$ cat config.mk
export PLATFORM = sky130hd
export DESIGN_NAME = selective_repeat_sender
export DESIGN_NICKNAME = d
export VERILOG_FILES = /design/src/srs_pkg.sv /design/src/srs_ctrl.sv /design/src/srs_datapath.sv /design/src/selective_repeat_sender.sv
export SDC_FILE = /design/constraint.sdc
export NUM_CORES = 1
export LEC_CHECK = 0
export BUFFER_PORTS_ARGS = -buffer_cell sky130_fd_sc_hd__clkbuf_2
export CORE_AREA = 4 4 163 165
export DETAILED_ROUTE_END_ITERATION = 6
export DIE_AREA = 0 0 167 169
export SYNTH_ARGS = -nofsm -noshare
export SYNTH_HDL_FRONTEND = slang
export SYNTH_SLANG_ARGS = --single-unit
$ cat constraint.sdc
create_clock -name i_clk -period 5.85 [get_ports i_clk]
set_input_delay 0.585 -clock i_clk [delete_from_list [all_inputs] [get_ports i_clk]]
set_output_delay 0.585 -clock i_clk [all_outputs]
set_load 0.005 [all_outputs]
$ cat src/srs_pkg.sv
// Shared types, constants and codes for the selective-repeat sender.
package srs_pkg;

    localparam int MAX_PACKETS = 256;
    localparam int MAX_WINDOW  = 8;
    localparam int OUT_LIMIT   = 8;
    localparam int W_LIMIT     = (MAX_WINDOW < OUT_LIMIT) ? MAX_WINDOW : OUT_LIMIT;

    localparam int PKT_W  = 9;
    localparam int TOT_W  = 9;
    localparam int WSZ_W  = 4;
    localparam int TMO_W  = 8;
    localparam int IDX_W  = $clog2(MAX_PACKETS + 1);
    localparam int SLOT_W = (MAX_WINDOW > 1) ? $clog2(MAX_WINDOW) : 1;
    localparam int WIN_W  = $clog2(W_LIMIT + 1);

    localparam logic [1:0] CFG_PACKET_TOTAL  = 2'd0;
    localparam logic [1:0] CFG_WINDOW_SIZE   = 2'd1;
    localparam logic [1:0] CFG_TIMEOUT_TICKS = 2'd2;

    typedef enum logic [1:0] {
        REQ_TICK  = 2'd0,
        REQ_ACK   = 2'd1,
        REQ_NACK  = 2'd2,
        REQ_START = 2'd3
    } t_req_e;

    localparam logic [1:0] EV_FIRST   = 2'd0;
    localparam logic [1:0] EV_TIMEOUT = 2'd1;
    localparam logic [1:0] EV_NACK    = 2'd2;
    localparam logic [1:0] EV_DONE    = 2'd3;

    typedef struct packed {
        logic [1:0]       req_type;
        logic [PKT_W-1:0] packet_number;
    } t_in_item;

    typedef struct packed {
        logic [1:0]       event_kind;
        logic [PKT_W-1:0] packet_id;
        logic             last_of_run;
    } t_out_item;

    // Controller to datapath.
    typedef struct packed {
        logic latch;
        logic start_run;
        logic scan_init;
        logic scan_step;
        logic nack_send;
        logic mark_ack;
        logic slide_step;
        logic admit_step;
        logic emit_done;
        logic finish;
    } t_cmd;

    // Datapath to controller.
    typedef struct packed {
        t_req_e req;
        logic   running;
        logic   ref_ok;
        logic   idx_is_base;
        logic   scan_more;
        logic   slide_more;
        logic   admit_more;
        logic   all_done;
        logic   hold_valid;
        logic   out_free;
    } t_status;

endpackage

$ cat src/srs_ctrl.sv
// Controller state machine that sequences one request beat through the datapath.
module srs_ctrl (
    input  logic             i_clk,
    input  logic             i_rst_n,
    input  logic             i_in_valid,
    input  srs_pkg::t_status i_status,
    output logic             o_in_ready,
    output srs_pkg::t_cmd    o_cmd
);

    typedef enum logic [6:0] {
        ST_IDLE   = 7'b0000001,
        ST_DECODE = 7'b0000010,
        ST_SCAN   = 7'b0000100,
        ST_SLIDE  = 7'b0001000,
        ST_ADMIT  = 7'b0010000,
        ST_DONE   = 7'b0100000,
        ST_FINISH = 7'b1000000
    } t_state_e;

    t_state_e r_state;
    t_state_e n_state;

    always_ff @(posedge i_clk) begin
        if (!i_rst_n) begin
            r_state <= ST_IDLE;
        end else begin
            r_state <= n_state;
        end
    end

    assign o_in_ready = (r_state == ST_IDLE);

    always_comb begin
        n_state = r_state;
        o_cmd   = '0;
        unique case (r_state)
            ST_IDLE: begin
                if (i_in_valid) begin
                    o_cmd.latch = 1'b1;
                    n_state     = ST_DECODE;
                end
            end
            ST_DECODE: begin
                if (i_status.req == srs_pkg::REQ_START) begin
                    o_cmd.start_run = 1'b1;
                    n_state         = ST_ADMIT;
                end else if (!i_status.running) begin
                    n_state = ST_FINISH;
                end else if (i_status.req == srs_pkg::REQ_TICK) begin
                    o_cmd.scan_init = 1'b1;
                    n_state         = ST_SCAN;
                end else if (!i_status.ref_ok) begin
                    n_state = ST_FINISH;
                end else if (i_status.req == srs_pkg::REQ_NACK) begin
                    if (i_status.out_free) begin
                        o_cmd.nack_send = 1'b1;
                        n_state         = ST_FINISH;
                    end
                end else begin
                    o_cmd.mark_ack = 1'b1;
                    n_state        = i_status.idx_is_base ? ST_SLIDE : ST_FINISH;
                end
            end
            ST_SCAN: begin
                if (!i_status.scan_more) begin
                    n_state = ST_FINISH;
                end else if (i_status.out_free) begin
                    o_cmd.scan_step = 1'b1;
                end
            end
            ST_SLIDE: begin
                if (i_status.slide_more) begin
                    o_cmd.slide_step = 1'b1;
                end else begin
                    n_state = ST_ADMIT;
                end
            end
            ST_ADMIT: begin
                if (i_status.admit_more) begin
                    if (i_status.out_free) begin
                        o_cmd.admit_step = 1'b1;
                    end
                end else if (i_status.req == srs_pkg::REQ_ACK && i_status.all_done) begin
                    n_state = ST_DONE;
                end else begin
                    n_state = ST_FINISH;
                end
            end
            ST_DONE: begin
                if (i_status.out_free) begin
                    o_cmd.emit_done = 1'b1;
                    n_state         = ST_FINISH;
                end
            end
            ST_FINISH: begin
                if (!i_status.hold_valid) begin
                    n_state = ST_IDLE;
                end else if (i_status.out_free) begin
                    o_cmd.finish = 1'b1;
                    n_state      = ST_IDLE;
                end
            end
            default: begin
                n_state = ST_IDLE;
            end
        endcase
    end

endmodule

$ cat src/srs_datapath.sv
// Datapath: configuration, window bookkeeping, slot timers and the result registers.
module srs_datapath (
    input  logic                            i_clk,
    input  logic                            i_rst_n,
    input  srs_pkg::t_cmd                   i_cmd,
    input  srs_pkg::t_in_item               i_in,
    input  logic                            i_cfg_valid,
    input  logic [1:0]                      i_cfg_index,
    input  logic [srs_pkg::TOT_W-1:0]       i_cfg_data,
    input  logic                            i_out_ready,
    output srs_pkg::t_status                o_status,
    output logic                            o_out_valid,
    output srs_pkg::t_out_item              o_out
);

    logic [srs_pkg::TOT_W-1:0] r_packet_total;
    logic [srs_pkg::WSZ_W-1:0] r_window_size;
    logic [srs_pkg::TMO_W-1:0] r_timeout;

    logic [srs_pkg::IDX_W-1:0] r_run_total;
    logic [srs_pkg::WIN_W-1:0] r_run_window;
    logic [srs_pkg::IDX_W-1:0] r_base;
    logic [srs_pkg::IDX_W-1:0] r_next;
    logic [srs_pkg::IDX_W-1:0] r_scan;
    logic                      r_running;
    logic [srs_pkg::MAX_WINDOW-1:0] r_acked;
    logic [srs_pkg::TMO_W-1:0] r_timer [srs_pkg::MAX_WINDOW];

    srs_pkg::t_req_e           r_req;
    logic [srs_pkg::PKT_W-1:0] r_num;

    logic                      r_hold_valid;
    srs_pkg::t_out_item        r_hold;
    logic                      r_out_valid;
    srs_pkg::t_out_item        r_out;

    logic [srs_pkg::IDX_W-1:0]  w_idx;
    logic [srs_pkg::SLOT_W-1:0] w_idx_slot;
    logic [srs_pkg::SLOT_W-1:0] w_scan_slot;
    logic [srs_pkg::SLOT_W-1:0] w_base_slot;
    logic [srs_pkg::SLOT_W-1:0] w_next_slot;
    logic [srs_pkg::IDX_W:0]    w_win_end;
    logic [srs_pkg::TMO_W-1:0]  w_reload;
    logic [srs_pkg::IDX_W-1:0]  w_sat_total;
    logic [srs_pkg::WIN_W-1:0]  w_sat_window;
    logic                       w_scan_expire;
    logic                       w_scan_send;
    logic                       w_emit;
    srs_pkg::t_out_item         w_new;

    assign w_idx       = srs_pkg::IDX_W'(r_num) - srs_pkg::IDX_W'(1);
    assign w_idx_slot  = w_idx[srs_pkg::SLOT_W-1:0];
    assign w_scan_slot = r_scan[srs_pkg::SLOT_W-1:0];
    assign w_base_slot = r_base[srs_pkg::SLOT_W-1:0];
    assign w_next_slot = r_next[srs_pkg::SLOT_W-1:0];
    assign w_win_end   = {1'b0, r_base} + (srs_pkg::IDX_W + 1)'(r_run_window);
    assign w_reload    = (r_timeout == '0) ? srs_pkg::TMO_W'(1) : r_timeout;

    always_comb begin
        if (r_packet_total == '0) begin
            w_sat_total = srs_pkg::IDX_W'(1);
        end else if ((srs_pkg::TOT_W + 1)'(r_packet_total) >
                     (srs_pkg::TOT_W + 1)'(srs_pkg::MAX_PACKETS)) begin
            w_sat_total = srs_pkg::IDX_W'(srs_pkg::MAX_PACKETS);
        end else begin
            w_sat_total = srs_pkg::IDX_W'(r_packet_total);
        end
        if (r_window_size == '0) begin
            w_sat_window = srs_pkg::WIN_W'(1);
        end else if ((srs_pkg::WSZ_W + 8)'(r_window_size) >
                     (srs_pkg::WSZ_W + 8)'(srs_pkg::W_LIMIT)) begin
            w_sat_window = srs_pkg::WIN_W'(srs_pkg::W_LIMIT);
        end else begin
            w_sat_window = srs_pkg::WIN_W'(r_window_size);
        end
    end

    assign w_scan_expire = (r_timer[w_scan_slot] <= srs_pkg::TMO_W'(1));
    assign w_scan_send   = i_cmd.scan_step && !r_acked[w_scan_slot] && w_scan_expire;
    assign w_emit        = w_scan_send || i_cmd.nack_send || i_cmd.admit_step
                         || i_cmd.emit_done;

    always_comb begin
        w_new             = '0;
        w_new.last_of_run = 1'b0;
        priority if (w_scan_send) begin
            w_new.event_kind = srs_pkg::EV_TIMEOUT;
            w_new.packet_id  = srs_pkg::PKT_W'(r_scan) + srs_pkg::PKT_W'(1);
        end else if (i_cmd.nack_send) begin
            w_new.event_kind = srs_pkg::EV_NACK;
            w_new.packet_id  = r_num;
        end else if (i_cmd.admit_step) begin
            w_new.event_kind = srs_pkg::EV_FIRST;
            w_new.packet_id  = srs_pkg::PKT_W'(r_next) + srs_pkg::PKT_W'(1);
        end else begin
            w_new.event_kind = srs_pkg::EV_DONE;
            w_new.packet_id  = '0;
        end
    end

    // Status towards the controller.
    always_comb begin
        o_status             = '0;
        o_status.req         = r_req;
        o_status.running     = r_running;
        o_status.ref_ok      = (r_num != '0)
                             && ((srs_pkg::PKT_W + 1)'(r_num) <= (srs_pkg::PKT_W + 1)'(r_run_total))
                             && (w_idx >= r_base) && (w_idx < r_next)
                             && !r_acked[w_idx_slot];
        o_status.idx_is_base = (w_idx == r_base);
        o_status.scan_more   = (r_scan < r_next);
        o_status.slide_more  = (r_base < r_next) && r_acked[w_base_slot];
        o_status.admit_more  = (r_next < r_run_total) && ({1'b0, r_next} < w_win_end);
        o_status.all_done    = (r_base >= r_run_total);
        o_status.hold_valid  = r_hold_valid;
        o_status.out_free    = !r_out_valid || i_out_ready;
    end

    // Configuration registers and run control.
    always_ff @(posedge i_clk) begin
        if (!i_rst_n) begin
            r_packet_total <= srs_pkg::TOT_W'(5);
            r_window_size  <= srs_pkg::WSZ_W'(3);
            r_timeout      <= srs_pkg::TMO_W'(5);
            r_run_total    <= '0;
            r_run_window   <= '0;
            r_base         <= '0;
            r_next         <= '0;
            r_scan         <= '0;
            r_running      <= 1'b0;
            r_acked        <= '0;
            r_req          <= srs_pkg::REQ_TICK;
            r_hold_valid   <= 1'b0;
            r_out_valid    <= 1'b0;
        end else begin
            if (i_cfg_valid) begin
                unique case (i_cfg_index)
                    srs_pkg::CFG_PACKET_TOTAL:  r_packet_total <= i_cfg_data;
                    srs_pkg::CFG_WINDOW_SIZE:   r_window_size  <= i_cfg_data[srs_pkg::WSZ_W-1:0];
                    srs_pkg::CFG_TIMEOUT_TICKS: r_timeout      <= i_cfg_data[srs_pkg::TMO_W-1:0];
                    default: ;
                endcase
            end

            if (i_cmd.latch) begin
                r_req <= srs_pkg::t_req_e'(i_in.req_type);
            end

            if (i_cmd.start_run) begin
                r_run_total  <= w_sat_total;
                r_run_window <= w_sat_window;
                r_base       <= '0;
                r_next       <= '0;
                r_running    <= 1'b1;
                r_acked      <= '0;
            end
            if (i_cmd.scan_init) begin
                r_scan <= r_base;
            end
            if (i_cmd.scan_step) begin
                r_scan <= r_scan + srs_pkg::IDX_W'(1);
            end
            if (i_cmd.mark_ack) begin
                r_acked[w_idx_slot] <= 1'b1;
            end
            if (i_cmd.slide_step) begin
                r_base <= r_base + srs_pkg::IDX_W'(1);
            end
            if (i_cmd.admit_step) begin
                r_acked[w_next_slot] <= 1'b0;
                r_next               <= r_next + srs_pkg::IDX_W'(1);
            end
            if (i_cmd.emit_done) begin
                r_running <= 1'b0;
            end

            // Result staging: the newest result waits in the hold register so
            // that the final one of a request can be flagged.
            if (i_cmd.finish || (w_emit && r_hold_valid)) begin
                r_out_valid <= 1'b1;
            end else if (r_out_valid && i_out_ready) begin
                r_out_valid <= 1'b0;
            end
            if (w_emit) begin
                r_hold_valid <= 1'b1;
            end else if (i_cmd.finish) begin
                r_hold_valid <= 1'b0;
            end
        end
    end

    // Payload registers.
    always_ff @(posedge i_clk) begin
        if (i_cmd.latch) begin
            r_num <= i_in.packet_number;
        end
        if (w_emit) begin
            r_hold <= w_new;
        end
        if (i_cmd.finish) begin
            r_out <= {r_hold.event_kind, r_hold.packet_id, 1'b1};
        end else if (w_emit && r_hold_valid) begin
            r_out <= r_hold;
        end
    end

    // Retransmit timers, one per slot.
    always_ff @(posedge i_clk) begin
        if (!i_rst_n) begin
            for (int s = 0; s < srs_pkg::MAX_WINDOW; s++) begin
                r_timer[s] <= '0;
            end
        end else begin
            if (i_cmd.start_run) begin
                for (int s = 0; s < srs_pkg::MAX_WINDOW; s++) begin
                    r_timer[s] <= '0;
                end
            end
            if (i_cmd.scan_step && !r_acked[w_scan_slot]) begin
                r_timer[w_scan_slot] <= w_scan_expire ? w_reload
                                      : r_timer[w_scan_slot] - srs_pkg::TMO_W'(1);
            end
            if (i_cmd.nack_send) begin
                r_timer[w_idx_slot] <= w_reload;
            end
            if (i_cmd.admit_step) begin
                r_timer[w_next_slot] <= w_reload;
            end
        end
    end

    assign o_out_valid = r_out_valid;
    assign o_out       = r_out;

endmodule

$ cat src/selective_repeat_sender.sv
// Selective-repeat ARQ sender. One request beat is worked at a time: accept, decode, then
// each walk (timer scan, window slide, admission) steps through its entries and then leaves,
// with a done step where it applies, then finish. The next beat is taken only once the
// current one is through; output stalls hold every step that emits a result.
// Reset is synchronous and active low; it restores the default configuration and idles.
module selective_repeat_sender (
    input  logic                      i_clk,
    input  logic                      i_rst_n,
    input  logic                      i_in_valid,
    output logic                      o_in_ready,
    input  srs_pkg::t_in_item         i_in,
    output logic                      o_out_valid,
    input  logic                      i_out_ready,
    output srs_pkg::t_out_item        o_out,
    input  logic                      i_cfg_valid,
    output logic                      o_cfg_ready,
    input  logic [1:0]                i_cfg_index,
    input  logic [srs_pkg::TOT_W-1:0] i_cfg_data
);

    // The controller steps through the work of each request beat; the
    // datapath owns every stored value and reports conditions back.
    // Acknowledged bits are kept per timer slot: only packets inside the
    // window are ever looked up, and the window never exceeds the slot count,
    // so each admitted packet clears its slot's bit when first sent.
    // Results pass through a hold register, so the final result of a request
    // can carry its last-of-run flag, and then an output register that lets
    // the next request beat be accepted while a result still waits.

    srs_pkg::t_cmd    w_cmd;
    srs_pkg::t_status w_status;

    // Configuration writes are always taken.
    assign o_cfg_ready = 1'b1;

    srs_ctrl u_ctrl (
        .i_clk      (i_clk),
        .i_rst_n    (i_rst_n),
        .i_in_valid (i_in_valid),
        .i_status   (w_status),
        .o_in_ready (o_in_ready),
        .o_cmd      (w_cmd)
    );

    srs_datapath u_datapath (
        .i_clk       (i_clk),
        .i_rst_n     (i_rst_n),
        .i_cmd       (w_cmd),
        .i_in        (i_in),
        .i_cfg_valid (i_cfg_valid),
        .i_cfg_index (i_cfg_index),
        .i_cfg_data  (i_cfg_data),
        .i_out_ready (i_out_ready),
        .o_status    (w_status),
        .o_out_valid (o_out_valid),
        .o_out       (o_out)
    );

endmodule
==> flow_metrics.tcl, run 1 <==
set metrics [dict create \
    syn_avg_cell_area_um2 10.3 \
    synth_flop_cell "edfxtp_1" \
    grt_pass1_wl_um 46100 \
    firstDrtPassIters 5 \
    synth_fa_ha_area_share_pct 9.20 \
    initial_utilization_pct 42.7 \
    min_period_over_period_pct 84.1 \
    arrival_ps 5040 \
    vias_per_cell 5.84 \
    hold_slack_ps 314 \
    yosys_register_bits 180 \
    syn_to_final_growth_pct 11.0 \
    nNetsFinal 1175 \
    p_per_area_mw_per_mm2 247 \
    grt_util_met3_pct 4.11 \
    diodes 0 \
    port_buffers 40 \
    clockBufferDepth 2 \
    synth_compound_area_share_pct 13.6 \
    grt_use_met1_pct 27.9 \
    core_region_area_mm2 0.0250 \
    yosysSeqAreaShare_pct 42.6 \
    synth_edf_count 95 \
    grt_max_degree 49 \
    synth_area_leaders "edfxtp_1 (27%), dfxtp_1 (16%), ha_1 (9.0%)" \
    cts_resized 0 \
    synthSimpleGateAreaFrac_pct 19.4 \
    gp_congestion 0.941 \
    layout_common_cells "nor2_1 (136), edfxtp_1 (95), dfxtp_1 (85)" \
    hold_viol 0 \
    post_dp_cell_area_mm2 0.0112 \
    total_leakage_power_nw 4.36 \
    stdcell_area_mm2 0.0119 \
    drc 0 \
    worst_ep_required_time_ps 5970 \
    tritoncts "done" \
    clock_latency_ps 450 \
    crit_path_max_fanout 24 \
    fp.dieH_um 169 \
    gr-total-overflow 0 \
    crit_path_frequent_cell "nand2_1" \
    cts-root-buf "clkbuf_16" \
    tightest_slew_ps 1110 \
    antenna_found_initial 0 \
    path_cells "ha_1, fa_1, nand2_1, nand2_1, a21oi_1, nor2b_1, xnor2_1, ha_1, a2111oi_0, o221a_4, o311a_2, nand2b_1, o221ai_4, nand4_4, nand2_1" \
    synth_warnings 0 \
    pre_cts_ws_ps 945 \
    cp_slowest_cell "o311a_2" \
    syn_nets 1142 \
    ant_nets 0 \
    io_pins 42 \
    synth_top_family_by_area "simple AND/OR/NAND/NOR gates" \
    synth_xor_area_share_pct 3.02 \
    fmax_mhz 203 \
    dr.first_iter.drc_count 745 \
    grt.busiest_layer "met2" \
    crit_path_end_kind "register" \
    cap_violations 0 \
    syn_inst 1037 \
    setup_tns_ps 0 \
    grt_pass1_vias 8025 \
    layout_min_cycle_time_ps 4920 \
    slew_headroom_pct 25.7 \
    cts_setup_buffers 0 \
    synthArstFlopShare_pct 0 \
    synth_top_area_share_pct 26.7 \
    min_path_type "in -> reg" \
    layout_setup_ws_ps 931 \
    startpoint_type "register" \
    netlist_area_mm2 0.0107 \
    cts_buffers 17 \
    route.detailed.wl_per_inst_um 20.7 \
    p_total_w 0.00293 \
    hold_buffers 0 \
    cpPeakStageDelay_ps 540 \
    rows 58 \
    use_met2_pct 34.0 \
    setup_viol 0 \
    synth_top_cell_by_area "edfxtp_1" \
    ys_types 93 \
    skew_ps 16.1 \
    via_count 8246 \
    routed_wl_um 29300 \
    drive_gt1_share_pct 16.2 \
    final_common_cell "nor2_1" \
    rsz0062_at_grt "false" \
    synthMuxAreaShare_pct 8.62 \
    die_w_um 167 \
    clock-sinks 180 \
    dieArea_mm2 0.0282 \
    grt_util_all_layers_pct 20.8 \
    drv_slew 0 \
    peakVddDrop_v 0.000176 \
    path_clk_slew_ps 80 \
    dp_hpwl_um 21800 \
    cts_max_level 4 \
    crit_type "reg -> reg" \
    status "completed" \
    reg2reg_slack_ps 930 \
]
==> cell usage after synthesis (all sizes together) (6+ instances only) <==
cell type,count
nor3b,6
mux4,20
xnor2,27
clkbuf,26
xor2,9
nand3,33
ha,77
a222oi,8
and3,10
nor2b,10
mux2i,38
a21oi,67
nor3,30
nand3b,13
dfxtp,85
a211oi,12
inv,52
buf,12
a211o,6
nand2,82
a22oi,7
nand4,16
a21o,11
edfxtp,95
and2,15
nand2b,12
nor4,7
nor2,141
o21ai,31
==> layout make-up <==
cell class,count,area [um^2]
clock inverters,15,206
repair buffers,52,290
flip-flops and latches,180,4550
multi-input cells,767,5770
well taps,330,413
fillers,2352,13200
clock buffers,17,425
inverters,52,195
==> metal layers <==
layer	vias to the layer above	routed length [um]
li1	3889	-
met1	3995	12800
met2	297	13700
met3	65	1900
met4	0	861
met5	-	0
==> critical path, delay by kind of cell (launching register included) <==
family          cells  cell delay (ps)
fa+ha+maj           3              890
flops               1              400
compound gates      5             2010
simple gates        6             1140
xor+xnor            1              140
==> registers in the layout, summed over array words and instances, names as in the netlist, named ones only <==
name,cells
u_datapath.o_out,12
u_datapath.r_next,9
u_datapath.r_hold_valid,1
u_datapath.r_timer,64
u_datapath.r_scan,9
u_datapath.r_base,9
u_datapath.r_packet_total,9
u_datapath.r_num,9
u_datapath.r_window_size,4
u_ctrl.r_state,7
u_datapath.o_out_valid,1
u_datapath.r_acked,8
u_datapath.r_running,1
u_datapath.r_hold,11
u_datapath.r_req,2
u_datapath.r_run_window,4
u_datapath.r_run_total,9
u_datapath.r_timeout,8
==> worst paths after layout <==
check                                  from                   endpoint  cells past startpoint
hold reg to reg   u_datapath.r_run_total[4]  u_datapath.r_run_total[4]                      2
setup / recovery       u_datapath.r_base[0]   u_datapath.r_timer[0][4]                     15
hold / removal                      i_in[7]        u_datapath.r_num[7]                      1
setup reg to reg       u_datapath.r_base[0]   u_datapath.r_timer[0][4]                     15
==> report_power, final <==
part	switching, W	internal, W	total, W
Combinational	0.000193	0.000111	0.000304
Sequential	0.0000393	0.00136	0.00140
Clock	0.000621	0.000601	0.00122
==> logic make-up after synthesis <==
group,count (synthesis)
compound gates,195
xor+xnor,36
fa+ha+maj,78
buf+inv,90
flops,180
mux,63
other cells,1
simple gates,394
==> per-stage QoR <==
step	utilization, %	cells
floorplan	-	1037
global placement	44.8	1381
detailed placement	44.8	1381
CTS	47.4	1413
global route	47.4	1413
finish	47.4	1413
No activity file was read; power rests on OpenSTA's default activity.
==> run 2: changes to the inputs <==
==> constraint.sdc (replaced) <==
create_clock -name i_clk -period 4.5 [get_ports i_clk]
set_input_delay 0.45 -clock i_clk [delete_from_list [all_inputs] [get_ports i_clk]]
set_output_delay 0.45 -clock i_clk [all_outputs]
set_load 0.005 [all_outputs]
==> run 2 against run 1 <==
Compared with the run above: count of clock-buffer cells in the layout is the same; power grew 29%; via count grew 0.84%; wire length grew 0.55%; core utilization grew 1.2 points; hold slack lost 130 ps; sequential share of layout area shrank 0.92 points; non-clock buffer count grew 36; critical path depth shrank 1; cell count grew 2.5%; sequential cell count is the same; die area is the same; highest routed layer unchanged.
==> flow_metrics.tcl, run 2 (synthesis results as in run 1) <==
set metrics [dict create \
    status "completed" \
    top_register "u_datapath.r_timer" \
    nNetsFinal 1211 \
    syn_to_final_growth_pct 13.7 \
    critPathCapture "u_datapath.o_out[9]" \
    tritoncts "done" \
    grt_pass1_vias 7941 \
    total_leakage_power_nw 4.53 \
    cp.depth 14 \
    route.detailed.wl_per_inst_um 20.3 \
    final_common_cell "nor2_1" \
    layout_common_cells "nor2_1 (136), edfxtp_1 (95), dfxtp_1 (85)" \
    cap_violations 0 \
    crit_type "reg -> reg" \
    layout_min_cycle_time_ps 4230 \
    dr.first_iter.drc_count 719 \
    pre_cts_ws_ps 65.9 \
    worst-r2r-cell-count 14 \
    setup_viol 0 \
    cpPeakStageDelay_ps 440 \
    min_period_over_period_pct 93.9 \
    cts_buffers 17 \
    drv_slew 0 \
    peakVddDrop_v 0.000222 \
    rows 58 \
    reg2reg_slack_ps 270 \
    path_cells "ha_1, fa_1, nand2_1, nand2_1, a21oi_1, xnor2_1, ha_1, o2111ai_1, o221a_4, o311ai_4, o31ai_4, or3_4, a22o_2, and2_4" \
    dieArea_mm2 0.0282 \
    worst_ep_required_time_ps 4690 \
    grt_max_degree 37 \
    vias_per_cell 5.74 \
    cts-root-buf "clkbuf_16" \
    antenna_found_initial 0 \
    initial_utilization_pct 42.7 \
    diodes 0 \
    startpoint_type "register" \
    slew_headroom_pct 26.6 \
    core_region_area_mm2 0.0250 \
    rsz0062_at_grt "false" \
    clock_latency_ps 450 \
    multi_input_area_mm2 0.00579 \
    skew_ps 20.4 \
    min_path_type "in -> reg" \
    grt_util_all_layers_pct 20.9 \
    path_buf_inv 0 \
    gr-total-overflow 0 \
    fp.dieH_um 169 \
    r2r-end "u_datapath.o_out[9]" \
    hold_viol 0 \
    routed_wl_um 29400 \
    drive_gt1_share_pct 19.4 \
    io_pins 42 \
    clock-sinks 180 \
    nFillCells 2325 \
    setup_tns_ps 0 \
    p_per_area_mw_per_mm2 311 \
    layout_setup_ws_ps 274 \
    rr_startpoint "u_datapath.r_base[0]" \
    crit_path_end_kind "register" \
    arrival_ps 4420 \
    die_w_um 167 \
    path_clk_slew_ps 80 \
    gp_congestion 0.926 \
    firstDrtPassIters 6 \
    crit_path_max_fanout 22 \
    clockBufferDepth 2 \
    cp_slowest_cell "or3_4" \
    largest_reg_flops 64 \
    tightest_slew_ps 1100 \
    hold_slack_ps 180 \
    via_count 8315 \
    cts_max_level 4 \
    hold_buffers 0 \
    crit_family "compound AO/OA/AOI/OAI gates" \
    grt_pass1_wl_um 46300 \
    ff_latch_area_mm2 0.00455 \
    ant_nets 0 \
    fmax_mhz 237 \
    crit_path_start "u_datapath.r_base[0]" \
    drc 0 \
    dp_hpwl_um 21900 \
    port_buffers 40 \
]
==> run 2: how the worst min path moves through the flow <==
stage / startpoint / end / slack (ps) / cells after the start
2_1_floorplan: u_datapath.r_run_total[1] / u_datapath.r_run_total[1] / 430 / 2
3_3_place_gp: u_datapath.r_run_total[6] / u_datapath.r_run_total[6] / 440 / 2
3_5_place_dp: u_datapath.r_run_window[2] / u_datapath.r_run_window[2] / 450 / 2
4_1_cts: i_in[6] / u_datapath.r_num[6] / 170 / 1
5_1_grt: i_in[6] / u_datapath.r_num[6] / 170 / 1
6_report: i_in[6] / u_datapath.r_num[6] / 180 / 1
==> run 2: metrics by stage <==
stage | instances | total power (W) | util (%) | instance area, um^2
after floorplan | 1037 | 0.00211 | - | 10700
final | 1449 | 0.00377 | 48.5 | 12100
after CTS | 1446 | 0.00378 | 48.3 | 12100
after detailed placement | 1414 | 0.00225 | 45.8 | 11500
after global placement | 1414 | 0.00225 | 45.8 | 11500
after global routing | 1449 | 0.00392 | 48.5 | 12100
==> run 2: final cells by class <==
cell class	instances	area share, %
clock inverters	15	1.60
well taps	330	3.40
inverters	52	1.61
clock buffers	17	3.50
repair buffers	88	4.72
multi-input cells	767	47.7
flip-flops and latches	180	37.5
==> run 2: report_power, final <==
group | total [W] | internal, W | switching (W)
Clock | 0.00155 | 0.000764 | 0.000787
Sequential | 0.00181 | 0.00177 | 0.0000441
Combinational | 0.000413 | 0.000157 | 0.000256
==> run 2: per-layer routing <==
metal	GRT usage (%)	vias to the layer above	part of all wire (%)	routed length, um
li1	-	3962	-	-
met5	0	-	0	0
met3	3.01	42	5.4	1600
met4	5.62	0	2.0	579
met2	35.0	269	48	14200
met1	28.4	4042	44	13000
==> run 2: worst reg2reg max path: cells and delay by family (launching register included) <==
family	cells	cell delay, ps
adders and majority gates	3	940
xor gates and xnor gates	1	120
AOI/OAI and AO/OA	6	1800
DFF	1	320
and+or+nand+nor	4	810
==> run 2: what timing repair did <==
| action | CTS | global route |
|---|---|---|
| endpoints found under the setup margin | 0 | 121 |
| resized for setup | 0 | 7 |
| hold endpoints to repair | 0 | 0 |
| setup buffers | 0 | 3 |
==> run 3: changes to the inputs <==
==> constraint.sdc (replaced) <==
create_clock -name i_clk -period 4.4 [get_ports i_clk]
set_input_delay 0.44 -clock i_clk [delete_from_list [all_inputs] [get_ports i_clk]]
set_output_delay 0.44 -clock i_clk [all_outputs]
set_load 0.005 [all_outputs]
==> run 3 against run 2 <==
Compared with the run above: sequential share of layout area is 0.36 points lower; clock power is 8% higher; non-clock buffer count is 9 higher; largest cell class unchanged; power is 4.8% higher; highest routed layer unchanged; critical path depth stayed put.
==> flow_metrics.tcl, run 3 (synthesis results as in run 1) <==
set metrics [dict create \
    status "completed" \
    clock_latency_ps 440 \
    firstDrtPassIters 7 \
    rsz0062_at_grt "false" \
    route.detailed.wl_per_inst_um 19.8 \
    crit_type "reg -> reg" \
    drv_slew 0 \
    ant_nets 0 \
    hold_viol 0 \
    cts-root-buf "clkbuf_16" \
    reg2reg_slack_ps 250 \
    dieArea_mm2 0.0282 \
    setup_tns_ps 0 \
    tightest_slew_ps 1060 \
    worstHoldStart "i_in[6]" \
    placedCellCount 1426 \
    r2r-end "u_datapath.o_out[1]" \
    stdcell_count 1458 \
    gp_congestion 0.937 \
    crit_path_end_kind "register" \
    hold_path_depth 1 \
    path_cells "ha_1, fa_1, nand2_1, nand2_1, a21oi_1, xnor2_1, ha_1, o2111ai_1, o221a_4, o311ai_4, o31ai_4, or3_4, a22o_2, and2_1" \
    dp_hpwl_um 21700 \
    setup_viol 0 \
    cap_violations 0 \
    grt_pass1_wl_um 45900 \
    layout_common_cells "nor2_1 (136), edfxtp_1 (95), dfxtp_1 (85)" \
    cts_max_level 4 \
    hold_slack_ps 175 \
    final_common_cell "nor2_1" \
    startpoint_type "register" \
    port_buffers 40 \
    cts_buffers 17 \
    holdPathEnd "u_datapath.r_num[6]" \
    io_pins 42 \
    largest_reg_flops 64 \
    nNetsFinal 1220 \
    diodes 0 \
    grt_max_degree 36 \
    clock-sinks 180 \
    cts_setup_buffers 0 \
    min_path_type "in -> reg" \
    gr-total-overflow 0 \
    clockBufferDepth 2 \
    fmax_mhz 241 \
    drive_gt1_share_pct 19.9 \
    min_period_over_period_pct 94.2 \
    initial_utilization_pct 42.7 \
    top_register "u_datapath.r_timer" \
    rr_startpoint "u_datapath.r_base[0]" \
    peakVddDrop_v 0.000252 \
    cp_slowest_cell "or3_4" \
    via_count 8359 \
    core_region_area_mm2 0.0250 \
    p_total_w 0.00396 \
    grt_util_all_layers_pct 20.7 \
    rows 58 \
    slew_headroom_pct 29.0 \
    antenna_found_initial 0 \
    path_clk_slew_ps 80 \
    vias_per_cell 5.73 \
    layout_min_cycle_time_ps 4150 \
    arrival_ps 4340 \
    tritoncts "done" \
    syn_to_final_growth_pct 14.8 \
    cpPeakStageDelay_ps 450 \
    die_w_um 167 \
    dr.first_iter.drc_count 729 \
    worst-r2r-cell-count 14 \
    total_leakage_power_nw 4.60 \
    routed_wl_um 28900 \
    worst_ep_required_time_ps 4590 \
    fp.dieH_um 169 \
    grt_pass1_vias 8018 \
    crit_path_max_fanout 22 \
    p_per_area_mw_per_mm2 322 \
    drc 0 \
    skew_ps 13.4 \
]
==> run 3: timing repair <==
item | in CTS | in global routing
setup endpoints to repair | 0 | 56
hold endpoints to repair | 0 | 0
gates resized for setup | 0 | 7
hold buffers | 0 | 0
==> run 3: area by class of cell <==
cell class	instances	area [um^2]
fill	2321	12800
multi-input combinational	767	5790
sequential	180	4550
timing repair buffer	97	666
clock buffer	17	425
tap	330	413
clock inverter	15	223
inverter	52	195
==> run 3: worst max path at each step <==
stage                          from                  endpoint  slack, ps  depth (start not counted)
3_3_place_gp   u_datapath.r_base[0]  u_datapath.r_timer[7][1]        310                         15
3_5_place_dp   u_datapath.r_base[0]  u_datapath.r_timer[1][6]        240                         14
5_1_grt        u_datapath.r_base[0]      u_datapath.o_out[11]          5                         14
4_1_cts        u_datapath.r_base[0]  u_datapath.r_timer[1][6]        220                         14
6_report       u_datapath.r_base[0]       u_datapath.o_out[1]        250                         14
2_1_floorplan  u_datapath.r_base[0]      u_datapath.o_out[10]        340                         15
==> run 3: worst max-delay path, delay by kind of cell (launching register included) <==
family / cells / cell delay (ps)
AOI/OAI and AO/OA: 6 / 1730
adders and majority gates: 3 / 930
and+or+nand+nor: 4 / 820
DFF: 1 / 320
xor gates and xnor gates: 1 / 110
==> run 3: metrics by stage <==
stage               instance area (um^2)  utilization, %  worst slack [ps]
floorplan                          10700               -               338
global placement                   11600            46.3               307
detailed placement                 11600            46.3               241
CTS                                12200            48.9               223
global route                       12300            49.0              4.76
finish                             12300            49.0               255
==> run 3: metal layers <==
layer	GRT usage (%)	routed length (um)	vias up
met5	0	0	-
li1	-	-	3985
met2	33.6	13700	285
met1	28.5	13000	4046
met3	3.53	1610	43
met4	6.15	640	0
==> run 3: report_power, final <==
part | internal, W | switching, W | leakage [nW] | total, W
clock network | 0.000885 | 0.000783 | 0.310 | 0.00167
registers | 0.00181 | 0.0000443 | 1.59 | 0.00185
logic | 0.000171 | 0.000265 | 2.70 | 0.000436
